`src/datm_pkg.sv`:
```
`timescale 1ns / 1ps
`default_nettype none
// ----------------------------------------------------------------------------
// datm_pkg: shared types and constants of the daily alarm table matcher
// Request and result payloads, the token passed along the cell row, the
// per-cell write and response groups, and the minute-of-day helper.
// ----------------------------------------------------------------------------
package datm_pkg;

	localparam int MIN_W     = 11;
	localparam int AMT_W     = 8;
	localparam int IDX_W     = 3;
	localparam int CNT_W     = 4;
	localparam int OFF_W     = 12;
	localparam int MAX_FIRED = 8;

	localparam logic [MIN_W-1:0] MIN_PER_DAY = 11'd1440;

	// opcodes
	localparam logic OP_TICK  = 1'b0;
	localparam logic OP_WRITE = 1'b1;

	// configuration register indexes
	localparam logic [0:0] REG_UTC_OFFSET  = 1'b0;
	localparam logic [0:0] REG_ENTRY_COUNT = 1'b1;

	typedef struct packed {
		logic             opcode;
		logic             time_synced;
		logic [4:0]       utc_hour;
		logic [5:0]       utc_minute;
		logic [IDX_W-1:0] slot_index;
		logic [4:0]       slot_hour;
		logic [5:0]       slot_minute;
		logic [AMT_W-1:0] slot_amount;
	} in_item_t;

	typedef struct packed {
		logic [IDX_W-1:0] fired_index;
		logic [AMT_W-1:0] fired_amount;
		logic             last_of_run;
	} out_item_t;

	typedef struct packed {
		logic             vld;
		logic [MIN_W-1:0] minute;
	} tok_t;

	typedef struct packed {
		logic             wen;
		logic             clr;
		logic [MIN_W-1:0] at;
		logic [AMT_W-1:0] amount;
	} cell_wr_t;

	typedef struct packed {
		logic             hit;
		logic [AMT_W-1:0] amount;
	} cell_rsp_t;

	// hour*60 + minute, out-of-range inputs used as they come (max 1923)
	function automatic logic [MIN_W-1:0] minute_of_day(input logic [4:0] hour,
			input logic [5:0] minute);
		return {hour, 6'b0} - {4'b0, hour, 2'b0} + {5'b0, minute};
	endfunction

endpackage
`default_nettype wire

```
`src/datm_cell.sv`:
```
`timescale 1ns / 1ps
`default_nettype none
// ----------------------------------------------------------------------------
// datm_cell: one alarm table slot
// Holds the slot's minute of day, amount and fired mark. A tick token moves
// through one cell per shift; the cell holding it reports a match.
// ----------------------------------------------------------------------------
module datm_cell
	import datm_pkg::*;
(
	input  wire logic      clk,
	input  wire logic      arst_n,
	input  wire cell_wr_t  wr,
	input  wire logic      en,
	input  wire logic      shift,
	input  wire tok_t      tok_in,
	output tok_t           tok_out,
	output cell_rsp_t      rsp
);

	logic [MIN_W-1:0] at_q;
	logic [AMT_W-1:0] amt_q;
	logic             fv_q;
	logic [MIN_W-1:0] fm_q;
	logic             tok_vld_q;
	logic [MIN_W-1:0] tok_min_q;
	logic             match;

	assign match = tok_vld_q && (at_q == tok_min_q) && !(fv_q && (fm_q == tok_min_q));

	always_ff @(posedge clk or negedge arst_n) begin
		if (!arst_n) begin
			at_q      <= '0;
			amt_q     <= '0;
			fv_q      <= 1'b0;
			tok_vld_q <= 1'b0;
		end else begin
			if (wr.wen) begin
				at_q  <= wr.at;
				amt_q <= wr.amount;
			end
			if (wr.clr) begin
				fv_q <= 1'b0;
			end else if (match && shift) begin
				fv_q <= 1'b1;
			end
			if (shift) begin
				tok_vld_q <= tok_in.vld && en;
			end
		end
	end

	always_ff @(posedge clk) begin
		if (match && shift) begin
			fm_q <= tok_min_q;
		end
		if (shift) begin
			tok_min_q <= tok_in.minute;
		end
	end

	assign tok_out.vld    = tok_vld_q;
	assign tok_out.minute = tok_min_q;
	assign rsp.hit        = match;
	assign rsp.amount     = amt_q;

endmodule
`default_nettype wire

```
`src/daily_alarm_table_matcher.sv`:
```
`timescale 1ns / 1ps
`default_nettype none
// Write, unsynced tick, tick with count zero: next request taken in the next cycle.
// Synced tick: local minute in ST_CALC, then ST_WALK moves one slot per shift through
// the slots in use (entry_count capped at min(TABLE_DEPTH, 8)) as the token walks the
// cell row, then ST_FLUSH loads the last result, if any; ST_WALK and ST_FLUSH wait
// while the result register is stalled, and the next request is taken back in ST_IDLE.
// Reset: table zero, no fired marks, offset and count zero, no result pending.
// ----------------------------------------------------------------------------
// daily_alarm_table_matcher: daily alarm table matched against time ticks
// A tick token walks a row of slot cells; each matching slot emits its index
// and amount once per minute, the last result of a tick flagged.
// ----------------------------------------------------------------------------
module daily_alarm_table_matcher
	import datm_pkg::*;
#(
	parameter int TABLE_DEPTH = 8
) (
	input  wire logic             clk,
	input  wire logic             arst_n,
	input  wire logic             cfg_write_en,
	input  wire logic [0:0]       cfg_index,
	input  wire logic [OFF_W-1:0] cfg_data,
	input  wire logic             in_valid,
	output logic                  in_ready,
	input  wire in_item_t         in_item,
	output logic                  out_valid,
	input  wire logic             out_ready,
	output out_item_t             out_item
);

	localparam int NCELL = (TABLE_DEPTH < MAX_FIRED) ? TABLE_DEPTH : MAX_FIRED;

	localparam logic [1:0] ST_IDLE  = 2'd0;
	localparam logic [1:0] ST_CALC  = 2'd1;
	localparam logic [1:0] ST_WALK  = 2'd2;
	localparam logic [1:0] ST_FLUSH = 2'd3;

	localparam logic signed [OFF_W-1:0] OFF_DAY = 12'sd1440;
	localparam logic [12:0] DAY1 = 13'd1440;
	localparam logic [12:0] DAY2 = 13'd2880;
	localparam logic [12:0] DAY3 = 13'd4320;

	logic [1:0]              state_q;
	logic signed [OFF_W-1:0] offr_q;
	logic [CNT_W-1:0]        ecnt_q;
	logic [12:0]             sum_s1;
	logic [IDX_W-1:0]        pos_q;
	logic                    pend_v_q;
	logic [IDX_W-1:0]        pend_idx_q;
	logic [AMT_W-1:0]        pend_amt_q;
	logic                    out_v_q;
	out_item_t               out_q;

	logic                    accept;
	logic                    slot_ok;
	logic [CNT_W-1:0]        cnt_eff;
	logic [IDX_W-1:0]        last_pos;
	logic [13:0]             sum_now;
	logic [12:0]             day_sub;
	logic [12:0]             local_full;
	logic [MIN_W-1:0]        local_min;
	logic signed [OFF_W-1:0] off_rem;
	logic [MIN_W-1:0]        wr_at;
	logic                    hit_any;
	logic [AMT_W-1:0]        amt_any;
	logic                    out_free;
	logic                    adv;
	logic                    shift;
	logic                    load_walk;
	logic                    load_flush;

	cell_wr_t                wr   [NCELL];
	cell_rsp_t               rsp  [NCELL];
	tok_t                    tok  [NCELL];
	tok_t                    tok0;
	logic                    en   [NCELL];

	assign in_ready  = (state_q == ST_IDLE);
	assign accept    = in_valid && in_ready;
	assign slot_ok   = (32'(in_item.slot_index) < TABLE_DEPTH);
	assign cnt_eff   = (ecnt_q > CNT_W'(NCELL)) ? CNT_W'(NCELL) : ecnt_q;
	assign last_pos  = IDX_W'(cnt_eff - 4'd1);
	assign wr_at     = minute_of_day(in_item.slot_hour, in_item.slot_minute);

	// offset reduced toward zero into (-1440, 1440) at write time
	always_comb begin
		priority if (cfg_data >= OFF_DAY && !cfg_data[OFF_W-1]) begin
			off_rem = $signed(cfg_data) - OFF_DAY;
		end else if ($signed(cfg_data) <= -OFF_DAY) begin
			off_rem = $signed(cfg_data) + OFF_DAY;
		end else begin
			off_rem = $signed(cfg_data);
		end
	end

	assign sum_now = 14'(minute_of_day(in_item.utc_hour, in_item.utc_minute))
		+ {{2{offr_q[OFF_W-1]}}, offr_q} + 14'(DAY1);

	always_comb begin
		priority if (sum_s1 >= DAY3) begin
			day_sub = DAY3;
		end else if (sum_s1 >= DAY2) begin
			day_sub = DAY2;
		end else if (sum_s1 >= DAY1) begin
			day_sub = DAY1;
		end else begin
			day_sub = '0;
		end
	end
	assign local_full = sum_s1 - day_sub;
	assign local_min  = local_full[MIN_W-1:0];

	// at most one cell holds the token at a time
	always_comb begin
		hit_any = 1'b0;
		amt_any = '0;
		for (int k = 0; k < NCELL; k++) begin
			hit_any = hit_any | rsp[k].hit;
			amt_any = amt_any | (rsp[k].hit ? rsp[k].amount : '0);
		end
	end

	assign out_free   = !out_v_q || out_ready;
	assign adv        = !hit_any || !pend_v_q || out_free;
	assign shift      = (state_q == ST_CALC) || (state_q == ST_WALK && adv);
	assign load_walk  = (state_q == ST_WALK) && hit_any && pend_v_q && out_free;
	assign load_flush = (state_q == ST_FLUSH) && pend_v_q && out_free;

	assign tok0.vld    = (state_q == ST_CALC);
	assign tok0.minute = local_min;

	for (genvar k = 0; k < NCELL; k++) begin : g_cell
		assign en[k]        = (CNT_W'(k) < cnt_eff);
		assign wr[k].wen    = accept && (in_item.opcode == OP_WRITE) && slot_ok
			&& (32'(in_item.slot_index) == k);
		assign wr[k].clr    = accept && (in_item.opcode == OP_WRITE) && slot_ok;
		assign wr[k].at     = wr_at;
		assign wr[k].amount = in_item.slot_amount;

		datm_cell u_cell (
			.clk    (clk),
			.arst_n (arst_n),
			.wr     (wr[k]),
			.en     (en[k]),
			.shift  (shift),
			.tok_in ((k == 0) ? tok0 : tok[(k == 0) ? 0 : k-1]),
			.tok_out(tok[k]),
			.rsp    (rsp[k])
		);
	end

	always_ff @(posedge clk or negedge arst_n) begin
		if (!arst_n) begin
			offr_q <= '0;
			ecnt_q <= '0;
		end else if (cfg_write_en) begin
			unique case (cfg_index)
				REG_UTC_OFFSET: begin
					offr_q <= off_rem;
				end
				REG_ENTRY_COUNT: begin
					ecnt_q <= cfg_data[CNT_W-1:0];
				end
			endcase
		end
	end

	always_ff @(posedge clk or negedge arst_n) begin
		if (!arst_n) begin
			state_q  <= ST_IDLE;
			pos_q    <= '0;
			pend_v_q <= 1'b0;
		end else begin
			unique case (state_q)
				ST_IDLE: begin
					if (accept && in_item.opcode == OP_TICK && in_item.time_synced
							&& cnt_eff != '0) begin
						state_q <= ST_CALC;
					end
				end
				ST_CALC: begin
					pos_q   <= '0;
					state_q <= ST_WALK;
				end
				ST_WALK: begin
					if (adv) begin
						if (hit_any) begin
							pend_v_q <= 1'b1;
						end
						if (pos_q == last_pos) begin
							state_q <= ST_FLUSH;
						end else begin
							pos_q <= pos_q + 1'b1;
						end
					end
				end
				ST_FLUSH: begin
					if (!pend_v_q || out_free) begin
						pend_v_q <= 1'b0;
						state_q  <= ST_IDLE;
					end
				end
			endcase
		end
	end

	always_ff @(posedge clk) begin
		if (accept) begin
			sum_s1 <= sum_now[12:0];
		end
		if (state_q == ST_WALK && adv && hit_any) begin
			pend_idx_q <= pos_q;
			pend_amt_q <= amt_any;
		end
		if (load_walk || load_flush) begin
			out_q.fired_index  <= pend_idx_q;
			out_q.fired_amount <= pend_amt_q;
			out_q.last_of_run  <= load_flush;
		end
	end

	always_ff @(posedge clk or negedge arst_n) begin
		if (!arst_n) begin
			out_v_q <= 1'b0;
		end else if (load_walk || load_flush) begin
			out_v_q <= 1'b1;
		end else if (out_ready) begin
			out_v_q <= 1'b0;
		end
	end

	assign out_valid = out_v_q;
	assign out_item  = out_q;

endmodule
`default_nettype wire

```
`config.mk`:
```
export PLATFORM = sky130hd
export DESIGN_NAME = daily_alarm_table_matcher
export DESIGN_NICKNAME = d
export VERILOG_FILES = /design/src/datm_pkg.sv /design/src/datm_cell.sv /design/src/daily_alarm_table_matcher.sv
export SDC_FILE = /design/constraint.sdc
export NUM_CORES = 1
export LEC_CHECK = 0
export ABC_AREA = 1
export BUFFER_PORTS_ARGS = -buffer_cell sky130_fd_sc_hd__buf_2
export CAP_MARGIN = 25
export CORE_UTILIZATION = 50
export CTS_BUF_LIST = sky130_fd_sc_hd__clkbuf_2
export DETAILED_ROUTE_END_ITERATION = 10
export GPL_ROUTABILITY_DRIVEN = 0
export PLACE_DENSITY = 0.77
export SLEW_MARGIN = 15
export SYNTH_ARGS = -nofsm -noshare
export SYNTH_HDL_FRONTEND = slang
export SYNTH_SLANG_ARGS = --single-unit
```
`constraint.sdc`:
```
create_clock -name clk -period 3.11 [get_ports clk]
set_input_delay 0.1555 -clock clk [delete_from_list [all_inputs] [get_ports clk]]
set_output_delay 0.1555 -clock clk [all_outputs]
set_load 0.01 [all_outputs]
```
==> reports/results.ini <==
[outcome]
violations=negative setup slack
status=finished, violations left

[timing]
rsz0062_at_grt=true
worst_slew_pin_slew_ns=1.01
post-route-period-util_pct=104
drv_slew=0
hold_ws_ns=0.0795
hold_violations=0
finalCriticalPeriod_ns=3.24
timing.fmax_ghz=0.309
setup_viol=1
skew_ns=0.154
slew_headroom_pct=32.3
finalWorstSetupSlack_ns=-0.126

[critical_path]
cp_max_fo=4
crit_arrival_ns=3.94
crit_type=in2reg
rr_startpoint=offr_q[1]
crit_path_max_incr_delay_ns=0.55
ff2ff_setup_slack_ns=0.09
cp_slowest_cell=dlygate4sd3_1
critPathCaptureType=flop
crit_chain=dlygate4sd3_1 > buf_2 > inv_1 > ha_4 > a21oi_1 > nand2_1 > nand2_1 > inv_1 > nor4_2 > buf_4 > nor2_1 > ha_1 > inv_1 > ha_4 > nand2_1 > nor2_1 > nand2_1 > o211ai_1 > a21oi_1 > nor2_1 > nor2_1 > xor2_1 > dlygate4sd3_1
crit_required_ns=3.81
cp-startpoint=in_item[31]
crit_path_start_kind=input port

[cells_and_area]
fin_nets=2722
layout-drive-gt1-share_pct=12.1
regArea_sq_mm=0.0111
fillers=3360
syn2layout_area_growth_pct=15.5
multi_input_area_sq_mm=0.00761

[logic_synthesis]
synth_seq_cells=403
syn_area_sq_mm=0.0202
synth_top_area_share_pct=31.5
yosysTopAreaCell=edfxtp_1
ys_types=47
synthCells=2352
synth_area_leaders=edfxtp_1 (31%), dfrtp_1 (24%), nand2_1 (14%)
postSynthAreaPerCell_sq_um=8.60
yosysSeqAreaShare_pct=55.1
synth_edf_count=212
ys_warn_count=0
synthFlopType=edfxtp_1
synth.net_count=2455
synthArstFlopShare_pct=47.4

[routing]
drt_first_pass_iters=6
routed_wl_um=53500
dr_total_vias=17100
wl_per_cell_um=16.6
drt_iter0_markers=1513
drc=0
ant_nets=0
avgViaCountPerCell=5.30

[power_and_ir_drop]
p_seq_share_pct=49.8
ir_worst_vdd_mv=0.480
p_leak_uw=0.0111
p_clk_share_pct=18.1
power_density_mw_per_mm2=843
p_int_uw=11600
net-switching-power_uw=8040
combPwrFrac_pct=32.1
sw_frac_of_total_pct=40.8

[die]
fp.dieW_um=203
dieHeight_um=203
num_rows=73
start_util_pct=50.8
ios=67
coreArea_sq_mm=0.0398
dieArea_sq_mm=0.0413

[placed_design]
io_buffers=66
hpwl_um=36100
pre_cts_ws_ns=-0.0916

[cts]
root_buffer=clkbuf_2
cts_max_path_buffers=3
cts_tree=yes
cts_max_level=3
clkSinkCount=403
clk_latency_ns=1.02
numCtsBuffers=100
post_cts_buffers=0
path_clk_slew_ns=0.11

[worst_hold_path]
hp-class=in2reg
min_from=in_item[5]

[global_route]
grt.met1_usage_pct=32.8
antenna_found_initial=2
grt_pass1_wl_um=85300
met3_usage_pct=5.33
grt_start_max_net_pins=75
grt_pass1_vias=16900
grt-ovfl-total=0
top_usage_layer=met2
grtUsageMet2_pct=43.3
grt_usage_pct=26.3

[job]
maxCapViolCount=0

synthesized netlist by cell type (6+ instances only):
cell,n
o21ai_2,8
inv_1,353
nand2_2,13
xor2_1,42
or2_2,9
o21ai_1,8
nor4_1,8
nand3_1,55
nor2_1,196
a21oi_1,47
dfrtp_1,191
nor3_1,27
clkbuf_1,27
edfxtp_1,212
clkinv_1,8
nand4_1,42
ha_1,48
nor3b_1,11
o21ai_0,214
o2111ai_1,6
xnor2_1,33
inv_2,9
nand2_1,740
layer usage:
layer,wire [um],vias to the layer above
met5,63,-
met2,25700,790
li1,-,8147
met1,21300,7983
met3,4060,176
met4,2340,2
kinds of logic after synthesis:
kind of cell	synth area share, %
AOI/OAI and AO/OA	7.96
xor gates and xnor gates	3.46
adders and majority gates	3.17
buffers and inverters	7.53
DFF	55.1
muxes	0.0495
and+or+nand+nor	22.7
layout make-up:
| cell class | count | area share (%) |
|---|---|---|
| clock inverter | 40 | 0.846 |
| inverter | 370 | 6.06 |
| tap | 525 | 2.81 |
| antenna | 2 | 0.0214 |
| clock buffer | 145 | 3.11 |
| multi-input combinational | 1547 | 32.6 |
| sequential | 403 | 47.7 |
| timing repair buffer | 197 | 6.87 |
critical path: cells and delay by family:
| family | cells | cell delay (ns) |
|---|---|---|
| AO/OA/AOI/OAI | 3 | 0.33 |
| adder cells (fa/ha/maj) | 3 | 0.77 |
| AND/OR/NAND/NOR | 9 | 0.87 |
| XOR/XNOR | 1 | 0.14 |
| buffers and inverters | 7 | 1.66 |
sequential cells by signal, summed over array words and instances, names as in the netlist:
register                 count
g_cell.u_cell.at_q          88
g_cell.u_cell.fm_q          88
g_cell.u_cell.tok_min_q     88
g_cell.u_cell.amt_q         64
sum_s1                      13
offr_q                      12
out_item                    12
g_cell.u_cell.fv_q           8
g_cell.u_cell.tok_vld_q      8
pend_amt_q                   8
ecnt_q                       4
pend_idx_q                   3
pos_q                        3
state_q                      2
out_valid                    1
pend_v_q                     1
metrics by stage:
stage | cell area (sq um) | total power [uW] | std cells | utilization, % | setup TNS (ns)
after floorplan | 20200 | 13700 | 2352 | - | 0
after global placement | 21400 | 15500 | 2944 | 53.6 | 0
after detailed placement | 21400 | 15800 | 2944 | 53.6 | -0.178
after CTS | 23300 | 19500 | 3226 | 58.4 | 0
after global routing | 23400 | 21100 | 3229 | 58.7 | -0.254
final | 23400 | 19700 | 3229 | 58.7 | -0.126
path summary, 6_finish.rpt:
check,to,cells after the start
setup / recovery,sum_s1[11],23
hold / removal,g_cell[7].u_cell.amt_q[5],4
setup reg to reg,sum_s1[11],12
hold reg to reg,g_cell[0].u_cell.tok_min_q[0],0
max in group asynchronous,g_cell[5].u_cell.at_q[0],4
min in group asynchronous,offr_q[3],4
power groups by stage:
stage	clock network, uW	logic [uW]	registers [uW]
after floorplan	0	4550	9120
final	3560	6310	9810
after CTS	3620	6140	9750
after global placement	0	5730	9770
after detailed placement	0	5990	9850
after global routing	3890	7190	10000
cell usage in the layout (no fill, tap or decap), types with 47 or more instances in the layout:
cell | Yosys | layout
inv_1 | 353 | 346
nor2_1 | 196 | 196
nand2_1 | 740 | 740
nand3_1 | 55 | 55
dfrtp_1 | 191 | 191
o21ai_0 | 214 | 214
dlygate4sd3_1 | 0 | 96
edfxtp_1 | 212 | 212
a21oi_1 | 47 | 47
buf_2 | 2 | 63
clkbuf_2 | 0 | 145
what timing repair did:
action | 4_1_cts | 5_1_grt
resized for setup | 0 | 16
hold buffers | 97 | 0
hold endpoints to repair | 408 | 0
setup endpoints to repair | 0 | 68
No activity file was read; power rests on OpenSTA's default activity.
